--- src/design/gpk_pkg.sv ---
`timescale 1ns / 1ps
// ---------------------------------------------------------------------------
// gpk_pkg
// Shared constants and types for the sprite to character LCD glyph packer.
// ---------------------------------------------------------------------------
package gpk_pkg;

  // LCD geometry and controller
  localparam int LCD_ROWS    = 2;
  localparam int LCD_COLS    = 16;
  localparam int GLYPH_SLOTS = 8;

  // sprite and cell geometry
  localparam int SPR_ROWS     = 7;
  localparam int SPR_COLS     = 11;
  localparam int CELL_PITCH_R = 9;
  localparam int CELL_PITCH_C = 6;
  localparam int GLYPH_W      = 5;
  localparam int GLYPH_H      = 8;
  localparam int CANVAS_ROWS  = LCD_ROWS * CELL_PITCH_R - 1;
  localparam int CANVAS_COLS  = LCD_COLS * CELL_PITCH_C - 1;
  localparam int NUM_CELLS    = LCD_ROWS * LCD_COLS;

  // derived widths
  localparam int OFS_W    = 8;
  localparam int COORD_W  = 9;   // holds any canvas coordinate or offset
  localparam int LR_W     = (LCD_ROWS > 1) ? $clog2(LCD_ROWS) : 1;
  localparam int LC_W     = (LCD_COLS > 1) ? $clog2(LCD_COLS) : 1;
  localparam int CNT_W    = $clog2(NUM_CELLS + 1);
  localparam int GLYPH_BITS = GLYPH_W * GLYPH_H;
  localparam int SROW_W   = $clog2(SPR_ROWS);
  localparam int SCOL_W   = $clog2(SPR_COLS);

  // configuration port
  localparam int PADDR_W = $clog2(SPR_ROWS * 4);
  localparam int PDATA_W = 32;

  typedef logic [SPR_ROWS-1:0][SPR_COLS-1:0] sprite_t;

  localparam sprite_t SPRITE_RESET = {
    11'd112, 11'd396, 11'd546, 11'd1137, 11'd546, 11'd396, 11'd112
  };

  // one queued frame tick
  typedef struct packed {
    logic [OFS_W-1:0] row_offset;
    logic [OFS_W-1:0] col_offset;
  } frame_t;

  // queue head as seen by the cell sequencer
  typedef struct packed {
    logic   valid;
    frame_t frame;
  } q_head_t;

  typedef enum logic {
    ST_IDLE,
    ST_RUN
  } seq_state_t;

endpackage

--- src/design/gpk_regs.sv ---
`timescale 1ns / 1ps
// ---------------------------------------------------------------------------
// gpk_regs
// APB register file holding the seven sprite pixel rows.
// ---------------------------------------------------------------------------
module gpk_regs import gpk_pkg::*; (
  input  logic               clk,
  input  logic               rst,
  input  logic               psel,
  input  logic               penable,
  input  logic               pwrite,
  input  logic [PADDR_W-1:0] paddr,
  input  logic [PDATA_W-1:0] pwdata,
  output logic [PDATA_W-1:0] prdata,
  output logic               pready,
  output sprite_t            sprite
);

  logic [PADDR_W-3:0] reg_idx;
  logic               wr_en;

  assign pready  = 1'b1;
  assign reg_idx = paddr[PADDR_W-1:2];
  assign wr_en   = psel && penable && pwrite;

  always_ff @(posedge clk) begin
    if (rst) begin
      sprite <= SPRITE_RESET;
    end else if (wr_en && (reg_idx < (PADDR_W-2)'(SPR_ROWS))) begin
      sprite[reg_idx] <= pwdata[SPR_COLS-1:0];
    end
  end

  always_comb begin
    prdata = '0;
    if (reg_idx < (PADDR_W-2)'(SPR_ROWS)) begin
      prdata = PDATA_W'(sprite[reg_idx]);
    end
  end

endmodule

--- src/design/gpk_front.sv ---
`timescale 1ns / 1ps
// ---------------------------------------------------------------------------
// gpk_front
// Input side: takes frame ticks and holds them in a two-entry queue.
// ---------------------------------------------------------------------------
module gpk_front import gpk_pkg::*; (
  input  logic             clk,
  input  logic             rst,
  input  logic             in_valid,
  output logic             in_stall,
  input  logic [OFS_W-1:0] row_offset,
  input  logic [OFS_W-1:0] col_offset,
  output q_head_t          head,
  input  logic             pop
);

  frame_t     entry [2];
  logic       wr_ptr;
  logic       rd_ptr;
  logic [1:0] count;
  logic       push;

  assign in_stall   = (count == 2'd2);
  assign push       = in_valid && !in_stall;
  assign head.valid = (count != 2'd0);
  assign head.frame = entry[rd_ptr];

  always_ff @(posedge clk) begin
    if (push) begin
      entry[wr_ptr] <= '{row_offset: row_offset, col_offset: col_offset};
    end
  end

  always_ff @(posedge clk) begin
    if (rst) begin
      wr_ptr <= 1'b0;
      rd_ptr <= 1'b0;
      count  <= 2'd0;
    end else begin
      if (push) wr_ptr <= ~wr_ptr;
      if (pop)  rd_ptr <= ~rd_ptr;
      case ({push, pop})
        2'b10:   count <= count + 2'd1;
        2'b01:   count <= count - 2'd1;
        default: count <= count;
      endcase
    end
  end

endmodule

--- src/design/gpk_back.sv ---
`timescale 1ns / 1ps
// ---------------------------------------------------------------------------
// gpk_back
// Cell sequencer: walks the LCD cells of one frame, builds each glyph from
// the sprite and offsets, numbers the custom-character slots.
// ---------------------------------------------------------------------------
module gpk_back import gpk_pkg::*; (
  input  logic                  clk,
  input  logic                  rst,
  input  sprite_t               sprite,
  input  q_head_t               head,
  output logic                  pop,
  output logic                  out_valid,
  input  logic                  out_stall,
  output logic                  cell_row,
  output logic [3:0]            cell_col,
  output logic                  has_pixels,
  output logic [GLYPH_BITS-1:0] glyph,
  output logic [4:0]            slot,
  output logic                  slot_over_limit,
  output logic                  last_cell
);

  seq_state_t         state;
  seq_state_t         state_next;
  logic               running;
  logic [OFS_W-1:0]   ro;
  logic [OFS_W-1:0]   co;
  logic [LR_W-1:0]    lr;
  logic [LC_W-1:0]    lc;
  logic [COORD_W-1:0] base_r;
  logic [COORD_W-1:0] base_c;
  logic [CNT_W-1:0]   cnt;
  logic               adv;
  logic               last;
  logic               col_wrap;

  // glyph build
  logic [COORD_W-1:0]  r_abs  [GLYPH_H];
  logic [COORD_W-1:0]  dr     [GLYPH_H];
  logic [GLYPH_H-1:0]  row_hit;
  logic [SPR_COLS-1:0] row_bits [GLYPH_H];
  logic [COORD_W-1:0]  c_abs  [GLYPH_W];
  logic [COORD_W-1:0]  dc     [GLYPH_W];
  logic [GLYPH_W-1:0]  col_hit;
  logic [SCOL_W-1:0]   bit_pos [GLYPH_W];
  logic [GLYPH_BITS-1:0] glyph_c;
  logic                lit;

  // ---- state machine ----
  always_comb begin
    state_next = state;
    unique case (state)
      ST_IDLE: if (head.valid) state_next = ST_RUN;
      ST_RUN:  if (adv && last && !head.valid) state_next = ST_IDLE;
      default: state_next = ST_IDLE;
    endcase
  end

  always_comb begin
    running = 1'b0;
    unique case (state)
      ST_IDLE: running = 1'b0;
      ST_RUN:  running = 1'b1;
      default: running = 1'b0;
    endcase
  end

  always_ff @(posedge clk) begin
    if (rst) state <= ST_IDLE;
    else     state <= state_next;
  end

  assign col_wrap = (lc == LC_W'(LCD_COLS - 1));
  assign last     = col_wrap && (lr == LR_W'(LCD_ROWS - 1));
  assign adv      = running && (!out_valid || !out_stall);
  // next frame starts right behind the last cell of the current one
  assign pop      = head.valid && (!running || (adv && last));

  // ---- glyph of the current cell ----
  always_comb begin
    for (int j = 0; j < GLYPH_H; j++) begin
      r_abs[j]    = base_r + COORD_W'(j);
      dr[j]       = r_abs[j] - COORD_W'(ro);
      row_hit[j]  = (r_abs[j] >= COORD_W'(ro)) && (dr[j] < COORD_W'(SPR_ROWS)) &&
                    (r_abs[j] < COORD_W'(CANVAS_ROWS));
      row_bits[j] = '0;
      if (row_hit[j]) row_bits[j] = sprite[dr[j][SROW_W-1:0]];
    end
    for (int i = 0; i < GLYPH_W; i++) begin
      c_abs[i]   = base_c + COORD_W'(i);
      dc[i]      = c_abs[i] - COORD_W'(co);
      col_hit[i] = (c_abs[i] >= COORD_W'(co)) && (dc[i] < COORD_W'(SPR_COLS)) &&
                   (c_abs[i] < COORD_W'(CANVAS_COLS));
      bit_pos[i] = SCOL_W'(SPR_COLS - 1) - dc[i][SCOL_W-1:0];
    end
    glyph_c = '0;
    for (int j = 0; j < GLYPH_H; j++) begin
      for (int i = 0; i < GLYPH_W; i++) begin
        glyph_c[GLYPH_W*j + GLYPH_W - 1 - i] = col_hit[i] && row_bits[j][bit_pos[i]];
      end
    end
    lit = |glyph_c;
  end

  // ---- cell walk ----
  // a new frame restarts the walk, even on the last cell of the previous one
  always_ff @(posedge clk) begin
    if (pop) begin
      ro     <= head.frame.row_offset;
      co     <= head.frame.col_offset;
      lr     <= '0;
      lc     <= '0;
      base_r <= '0;
      base_c <= '0;
      cnt    <= '0;
    end else if (adv) begin
      cnt <= cnt + CNT_W'(lit);
      if (col_wrap) begin
        lc     <= '0;
        base_c <= '0;
        lr     <= lr + LR_W'(1);
        base_r <= base_r + COORD_W'(CELL_PITCH_R);
      end else begin
        lc     <= lc + LC_W'(1);
        base_c <= base_c + COORD_W'(CELL_PITCH_C);
      end
    end
  end

  // ---- output register ----
  always_ff @(posedge clk) begin
    if (rst) begin
      out_valid <= 1'b0;
    end else if (adv) begin
      out_valid <= 1'b1;
    end else if (!out_stall) begin
      out_valid <= 1'b0;
    end
  end

  always_ff @(posedge clk) begin
    if (adv) begin
      cell_row        <= 1'(lr);
      cell_col        <= 4'(lc);
      has_pixels      <= lit;
      glyph           <= glyph_c;
      slot            <= lit ? 5'(cnt) : 5'd0;
      slot_over_limit <= lit && (cnt >= CNT_W'(GLYPH_SLOTS));
      last_cell       <= last;
    end
  end

`ifndef SYNTHESIS
  a_pop_only_at_frame_end: assert property (@(posedge clk) disable iff (rst)
    (pop && running) |-> (adv && last))
    else $error("queue popped in the middle of a frame");

  a_empty_cell_clean: assert property (@(posedge clk) disable iff (rst)
    (out_valid && !has_pixels) |-> (glyph == '0 && slot == 5'd0 && !slot_over_limit))
    else $error("empty cell carries glyph or slot data");

  a_idle_after_last: assert property (@(posedge clk) disable iff (rst)
    (adv && last && !head.valid) |=> (state == ST_IDLE))
    else $error("sequencer kept running after the last cell");

  a_first_cell_after_pop: assert property (@(posedge clk) disable iff (rst)
    pop |=> (running && lr == '0 && lc == '0 && cnt == '0))
    else $error("cell walk not restarted on a new frame");
`endif

endmodule

--- src/design/sprite_to_char_lcd_glyph_packer_unit.sv ---
`timescale 1ns / 1ps
// A frame tick is held in the queue, then loaded into the cell sequencer;
// each cell result leaves through the output register. A frame has 32 cell
// results, one per cycle while out_stall is low.
// A two-entry frame queue takes new ticks while a frame is being emitted.
// Reset (rst, synchronous) restores the default sprite rows, empties the queue
// and idles the sequencer; no clearing pass is needed.
// ---------------------------------------------------------------------------
// sprite_to_char_lcd_glyph_packer_unit
// Places a configured 7x11 sprite on the LCD canvas and emits one 5x8 glyph
// per character cell, with custom-character slot numbering.
// ---------------------------------------------------------------------------
module sprite_to_char_lcd_glyph_packer_unit import gpk_pkg::*; (
  input  logic                  clk,
  input  logic                  rst,
  // configuration
  input  logic                  psel,
  input  logic                  penable,
  input  logic                  pwrite,
  input  logic [PADDR_W-1:0]    paddr,
  input  logic [PDATA_W-1:0]    pwdata,
  output logic [PDATA_W-1:0]    prdata,
  output logic                  pready,
  // frame ticks
  input  logic                  in_valid,
  output logic                  in_stall,
  input  logic [OFS_W-1:0]      row_offset,
  input  logic [OFS_W-1:0]      col_offset,
  // cell results
  output logic                  out_valid,
  input  logic                  out_stall,
  output logic                  cell_row,
  output logic [3:0]            cell_col,
  output logic                  has_pixels,
  output logic [GLYPH_BITS-1:0] glyph,
  output logic [4:0]            slot,
  output logic                  slot_over_limit,
  output logic                  last_cell
);

  sprite_t sprite;
  q_head_t head;
  logic    pop;

  gpk_regs u_regs (
    .clk     (clk),
    .rst     (rst),
    .psel    (psel),
    .penable (penable),
    .pwrite  (pwrite),
    .paddr   (paddr),
    .pwdata  (pwdata),
    .prdata  (prdata),
    .pready  (pready),
    .sprite  (sprite)
  );

  gpk_front u_front (
    .clk        (clk),
    .rst        (rst),
    .in_valid   (in_valid),
    .in_stall   (in_stall),
    .row_offset (row_offset),
    .col_offset (col_offset),
    .head       (head),
    .pop        (pop)
  );

  gpk_back u_back (
    .clk             (clk),
    .rst             (rst),
    .sprite          (sprite),
    .head            (head),
    .pop             (pop),
    .out_valid       (out_valid),
    .out_stall       (out_stall),
    .cell_row        (cell_row),
    .cell_col        (cell_col),
    .has_pixels      (has_pixels),
    .glyph           (glyph),
    .slot            (slot),
    .slot_over_limit (slot_over_limit),
    .last_cell       (last_cell)
  );

endmodule

--- config.mk ---
export PLATFORM = sky130hd
export DESIGN_NAME = sprite_to_char_lcd_glyph_packer_unit
export DESIGN_NICKNAME = d
export VERILOG_FILES = /design/src/design/gpk_pkg.sv /design/src/design/gpk_regs.sv /design/src/design/gpk_front.sv /design/src/design/gpk_back.sv /design/src/design/sprite_to_char_lcd_glyph_packer_unit.sv
export SDC_FILE = /design/constraint.sdc
export NUM_CORES = 1
export LEC_CHECK = 0
export BUFFER_PORTS_ARGS = -buffer_cell sky130_fd_sc_hd__buf_2
export CAP_MARGIN = 20
export CORE_MARGIN = 4
export CORE_UTILIZATION = 50
export CTS_BUF_LIST = sky130_fd_sc_hd__clkbuf_2
export DETAILED_ROUTE_END_ITERATION = 12
export HOLD_SLACK_MARGIN = 0.1
export PLACE_DENSITY = 0.78
export SYNTH_ARGS = -nofsm -noshare
export SYNTH_HDL_FRONTEND = slang
export SYNTH_SLANG_ARGS = --single-unit
--- constraint.sdc ---
create_clock -name clk -period 5.6 [get_ports clk]
set_input_delay 1.12 -clock clk [delete_from_list [all_inputs] [get_ports clk]]
set_output_delay 1.12 -clock clk [all_outputs]
set_load 0.02 [all_outputs]
==> results of run 1 <==
[final timing paths]
path	slack (ps)	depth (start not counted)	endpoint
min	330	1	u_front.entry[0][10]
min reg2reg	500	0	u_back.cell_row
max reg2reg	230	22	u_back.cnt[4]
max	230	22	u_back.cnt[4]
[cell type report]
| class | instances | area (um^2) | share of cell area |
|---|---|---|---|
| well taps | 585 | 732 | 0.0289 |
| diodes | 2 | 5.00 | 0.000198 |
| inverters | 79 | 297 | 0.0117 |
| clock inverters | 20 | 116 | 0.00460 |
| flip-flops and latches | 212 | 5260 | 0.208 |
| clock buffers | 75 | 375 | 0.0148 |
| multi-input cells | 2235 | 15900 | 0.631 |
| repair buffers | 347 | 2560 | 0.101 |
[report_power, final]
part / internal (mW) / total, mW / switching, mW
clock: 0.415 / 1.07 / 0.655
combinational: 5.62 / 15.1 / 9.47
sequential: 1.89 / 2.01 / 0.120
[synth_stat cells, types with 20 or more instances]
cell      number  area (um^2)
nand2_1      316         1190
inv_1         77          289
nor2b_1       36          225
o211ai_1      36          270
o221ai_1      20          175
nor2_1       273         1020
and3_1        32          200
mux2_2        85          957
o21ai_0       72          360
mux2i_1      131         1310
buf_4         28          210
o22ai_1       36          225
xor2_1        54          473
a21oi_1      174          871
mux4_2        35          788
a22oi_1       29          218
clkbuf_1     118          443
edfxtp_1     101         3030
a31oi_1       25          156
xnor2_1       79          692
dfxtp_1      111         2220
nor3_1       105          526
nand3b_1      22          165
o21a_1        24          180
nand2b_1      29          181
a211oi_1      39          293
ha_1         119         1490
buf_1         31          116
nand3_1       90          450
and2_1        23          144
nor4_1        21          131
[per-stage QoR]
stage | hold slack [ps] | util | setup TNS [ps] | cell area [um^2] | setup slack (ps)
after detailed placement | 469 | 0.561 | -988 | 24200 | -262
final | 329 | 0.587 | 0 | 25300 | 229
after global placement | 460 | 0.561 | -507 | 24200 | -178
after global routing | 244 | 0.587 | -39.8 | 25300 | -39.8
after floorplan | 450 | - | 0 | 21900 | 17.2
after CTS | 254 | 0.573 | 0 | 24700 | 12.5
[metal layers]
layer,track usage,vias up,part of all wire
met4,0.149,0,0.051
met3,0.0697,300,0.10
met1,0.473,11100,0.41
li1,-,10500,-
met5,0,-,0
met2,0.538,1353,0.44
[state kept, by name, indices dropped and copies added, names as in the netlist, 2 cells and up]
register         count
u_back.co            8
u_regs.sprite       77
u_back.ro            8
u_back.cnt           6
u_back.base_c        8
u_back.slot          5
u_back.cell_col      4
u_front.count        2
u_back.glyph        40
u_front.entry       32
u_back.lc            4
u_back.base_r        9
[cells by family (layout without fill, tap and decap cells)]
family | Yosys count | count (layout) | synth area share
xor+xnor | 136 | 136 | 0.0556
buf+inv | 277 | 521 | 0.0542
flops | 212 | 212 | 0.241
compound gates | 668 | 668 | 0.212
simple gates | 1030 | 1030 | 0.221
fa+ha+maj | 128 | 128 | 0.0755
mux | 251 | 251 | 0.140
other cells | 2 | 24 | 0.000344
[worst max-delay path, delay by kind of cell (launching register included)]
kind / cells / cell delay (ps)
flip-flops: 1 / 430
XOR/XNOR: 1 / 140
buffers and inverters: 5 / 810
AO/OA/AOI/OAI: 4 / 1140
AND/OR/NAND/NOR: 9 / 1770
adder cells (fa/ha/maj): 3 / 940
[repair_timing]
| action | 4_1_cts | 5_1_grt |
|---|---|---|
| endpoints found under the setup margin | 6 | 6 |
| setup buffers | 0 | 17 |
| gates resized for setup | 7 | 76 |
| gates cloned | 0 | 1 |
| pin swaps | 0 | 15 |
| hold endpoints to repair | 0 | 0 |
[placed cells by master (no fill, tap or decap), drive strengths merged, types with 13 or more instances in the layout]
| cell type | Yosys | layout |
|---|---|---|
| clkbuf | 118 | 77 |
| a22o | 14 | 14 |
| nor2b | 36 | 36 |
| a31oi | 25 | 25 |
| nor3 | 105 | 105 |
| a22oi | 29 | 29 |
| o21a | 24 | 24 |
| o21ai | 72 | 72 |
| and2 | 23 | 23 |
| or3 | 19 | 19 |
| nand2b | 29 | 29 |
| nand4 | 19 | 19 |
| o211ai | 36 | 36 |
| nand3 | 90 | 90 |
| ha | 119 | 119 |
| a2111oi | 17 | 17 |
| o22ai | 36 | 36 |
| nor2 | 275 | 275 |
| nand2 | 316 | 316 |
| dfxtp | 111 | 111 |
| a211o | 13 | 13 |
| nor4 | 22 | 22 |
| xor2 | 56 | 56 |
| and3 | 32 | 32 |
| buf | 80 | 345 |
| mux2 | 85 | 85 |
| conb | 2 | 22 |
| inv | 77 | 80 |
| edfxtp | 101 | 101 |
| clkinv | 2 | 17 |
| xnor2 | 80 | 80 |
| o221ai | 20 | 20 |
| mux2i | 131 | 131 |
| nand3b | 22 | 22 |
| mux4 | 35 | 35 |
| a21o | 15 | 15 |
| a21oi | 174 | 174 |
| a211oi | 39 | 39 |
==> impl_metrics.json, run 1 <==
{
  "drcViolationCount": 0,
  "slew_violations": 0,
  "die_w_um": 217,
  "num_rows": 76,
  "period_share": 0.959,
  "wl_um": 86000,
  "status": "finished, final reports clean",
  "setup_viol": 0,
  "yosysUniqueCellTypes": 88,
  "cts_hold_buf": 0,
  "grt_pass1_wl_um": 129000,
  "first_iter_violations": 3178,
  "htreeDepth": 2,
  "synth_seq_cells": 212,
  "stdcell_count": 3555,
  "grt_max_degree": 84,
  "clockBufferDepth": 3,
  "synth_area_mm2": 0.0218,
  "synth_edf_count": 101,
  "holdCritStartpoint": "row_offset[2]",
  "grt_overflow_total": 0,
  "finClkSkew_ps": 36.6,
  "async_reset_ff_frac": 0,
  "core-area_mm2": 0.0431,
  "critPathMaxStageDelay_ps": 620,
  "area_growth_pct": 15.8,
  "cap_violations": 0,
  "start_util": 0.507,
  "grt_antenna_before_repair": 2,
  "yosys_warnings": 0,
  "ir_drop_uv": 585,
  "fmax_mhz": 186,
  "relSlewSlack": 0.167,
  "r2r_start": "u_back.ro[0]",
  "via_count": 23200,
  "p_leak_nw": 10.3,
  "ant_nets": 0,
  "cts_tree": "yes",
  "place.gp.congestion": 1.13,
  "netlist_instances": 2704,
  "power_density_mw_per_mm2": 719,
  "hold_viol_final": 0,
  "clkSinkCount": 212,
  "vias_per_cell": 6.53,
  "clk_root_buffer_cell": "clkbuf_2",
  "endpoint_kind": "register",
  "worst_ep_required_time_ps": 6480,
  "fillCellCount": 3863,
  "ys_seq_area_frac": 0.241,
  "numCtsBuffers": 52,
  "arrival_ps": 6250,
  "drive_above_1_share": 0.216,
  "hpwl_um": 66400,
  "clk_latency_ps": 980,
  "dp_cells": 3438,
  "track_usage": 0.347,
  "synth.avg_cell_area_um2": 8.07,
  "crit_type": "register to register",
  "hold_path_class": "input pin to register",
  "worst_setup_path_start_kind": "register",
  "cts.clk_slew.worst_paths_ps": 130,
  "first_pass_iters": 7,
  "grt_pass1_vias": 21600,
  "portBuffers": 102,
  "path_cells": "buf_4, ha_4, inv_1, fa_2, buf_12, nor2_1, buf_4, a32oi_1, nand2_1, nor2_1, o32a_1, a41oi_1, o2111a_2, or4_1, nor4_4, buf_4, nand2_1, ha_1, and3_1, nand3_1, xor2_1, nor2_1",
  "ys.flop_type": "dfxtp_1",
  "critPathMaxFanout": 49,
  "p_total_mw": 18.2,
  "tightest_slew_ps": 1250,
  "crit_path_start": "u_back.ro[0]",
  "nets": 3113,
  "io_pins": 148,
  "wl_per_cell_um": 24.2,
  "die_h_um": 217,
  "period_minus_slack_ps": 5370,
  "dieArea_mm2": 0.0471,
  "crit_slowest_cell": "fa_2"
}
Note: power is estimated with default switching activity, not from simulation.
==> run 2: changes to the inputs <==
PLACE_DENSITY = 0.83   (was 0.78)
==> impl_metrics.json, run 2 (same netlist as run 1, synthesis figures left out) <==
{
  "status": "finished, final reports clean",
  "min_path_cells": 1,
  "hpwl_um": 68000,
  "p_leak_nw": 10.4,
  "clkSinkCount": 212,
  "slew_violations": 0,
  "numCtsBuffers": 49,
  "final_cell_mix": "315 x nand2_1, 271 x nor2_1, 258 x buf_4",
  "ant_nets": 0,
  "relSlewSlack": 0.405,
  "critPathMaxStageDelay_ps": 620,
  "arrival_ps": 6240,
  "critPathTopFamily": "simple AND/OR/NAND/NOR gates",
  "hold_path_class": "input pin to register",
  "clockBufferDepth": 3,
  "finalInstanceArea_mm2": 0.0253,
  "clk_latency_ps": 1020,
  "holdWs_ps": 348,
  "setup_viol": 0,
  "cap_violations": 0,
  "ir_drop_uv": 436,
  "critical_path_buf_inv_count": 5,
  "period_minus_slack_ps": 5390,
  "path_cells": "inv_1, ha_4, inv_1, fa_2, buf_12, clkbuf_16, mux2i_1, nor2_1, a22o_1, or2_1, mux4_2, or2_0, a31o_1, a2111o_1, a2111oi_2, and4_4, nand2_1, ha_1, and3_1, buf_4, xnor2_1, nor2_1",
  "top_register": "u_regs.sprite",
  "hold_viol_final": 0,
  "period_share": 0.963,
  "wl_met3_um": 8550,
  "drcViolationCount": 0,
  "vias_per_cell": 6.54,
  "drive_above_1_share": 0.219,
  "wl_per_cell_um": 24.1,
  "switchingPower_mw": 10.3,
  "tightest_slew_ps": 890,
  "cts_tree": "yes",
  "portBuffers": 102,
  "met1_length_um": 35000,
  "comb_power_share": 0.830,
  "route.met2.wl_um": 37700,
  "dp_cells": 3477,
  "sequentialPowerShare": 0.111,
  "internal_power_mw": 7.97,
  "finClkSkew_ps": 97.9,
  "grt_pass1_wl_um": 129000,
  "io_pins": 148,
  "cts_hold_buf": 0,
  "grt_pass1_vias": 22000,
  "via_count": 23400,
  "dieArea_mm2": 0.0471,
  "dr.max_layer_used": "met5",
  "crit_slowest_cell": "fa_2",
  "fmax_mhz": 185,
  "worst_setup_path_start_kind": "register",
  "reg_top3": "u_regs.sprite: 77 flops, u_back.glyph: 40 flops, u_front.entry: 32 flops",
  "worst_r2r_path_depth": 22,
  "layout_commonest_cell": "nand2_1",
  "cts.clk_slew.worst_paths_ps": 110,
  "num_rows": 76,
  "track_usage": 0.349,
  "crit_type": "register to register",
  "die_w_um": 217,
  "worst_ep_required_time_ps": 6450,
  "largest_reg_flops": 77,
  "power_density_mw_per_mm2": 721,
  "first_pass_iters": 6,
  "endpoint_kind": "register",
  "critPathMaxFanout": 14,
  "grt_antenna_before_repair": 3,
  "wl_um": 86200,
  "grt_overflow_total": 0,
  "p_total_mw": 18.2,
  "start_util": 0.507,
  "htreeDepth": 2,
  "grt_max_degree": 84,
  "core-area_mm2": 0.0431,
  "placed_cell_area_mm2": 0.0244,
  "place.gp.congestion": 1.05,
  "first_iter_violations": 2683,
  "cp.depth": 22,
  "area_growth_pct": 15.9,
  "switching_share": 0.563,
  "nets": 3136,
  "clk_root_buffer_cell": "clkbuf_2",
  "die_h_um": 217,
  "stdcell_count": 3578,
  "p_clk_frac": 0.059
}
[run 2: through the flow]
step                      TNS, ps  setup WS [ps]  utilization
after floorplan                 0           17.2            -
after global placement       -673           -200        0.567
after detailed placement     -517           -142        0.567
after CTS                       0           26.4        0.580
after global routing        -22.5          -22.5        0.587
final                           0            209        0.587
[run 2: power groups by stage]
stage	logic (mW)	clock network (mW)	registers (mW)
2_1_floorplan	8.42	0	2.15
3_3_place_gp	14.3	0	2.05
3_5_place_dp	14.4	0	2.06
4_1_cts	14.5	1.10	2.02
5_1_grt	15.8	1.17	2.05
6_report	15.1	1.07	2.02
[run 2: repair_timing]
item	CTS	global route
pin swaps	1	7
resized for setup	9	46
hold endpoints to repair	0	0
setup endpoints to repair	5	6
gates cloned	0	1
setup buffers	1	4
[run 2: final timing paths]
path / startpoint / endpoint / slack [ps]
setup / recovery: u_back.base_r[0] / u_back.cnt[2] / 210
hold / removal: row_offset[5] / u_front.entry[0][13] / 350
setup reg to reg: u_back.base_r[0] / u_back.cnt[2] / 210
hold reg to reg: u_back.cnt[5] / u_back.cnt[5] / 500
[run 2: layer usage]
layer,up-vias,track usage
li1,10600,-
met1,11200,0.469
met3,259,0.0750
met4,2,0.169
met2,1369,0.535
met5,-,0
[run 2: area by class of cell]
class,count,area (um^2)
repair buffers,373,2720
inverters,79,297
flip-flops and latches,212,5260
clock buffers,77,385
fillers,3845,17800
well taps,585,732
multi-input cells,2235,15800
diodes,2,5.00
clock inverters,15,98.8
[run 2: worst register-to-register path, delay by kind of cell (launching register included)]
| kind | cells | cell delay (ps) |
|---|---|---|
| AND/OR/NAND/NOR | 7 | 1220 |
| AO/OA/AOI/OAI | 4 | 1130 |
| adder cells (fa/ha/maj) | 3 | 1090 |
| multiplexers | 2 | 760 |
| buffers and inverters | 5 | 610 |
| flip-flops | 1 | 350 |
| XOR/XNOR | 1 | 130 |
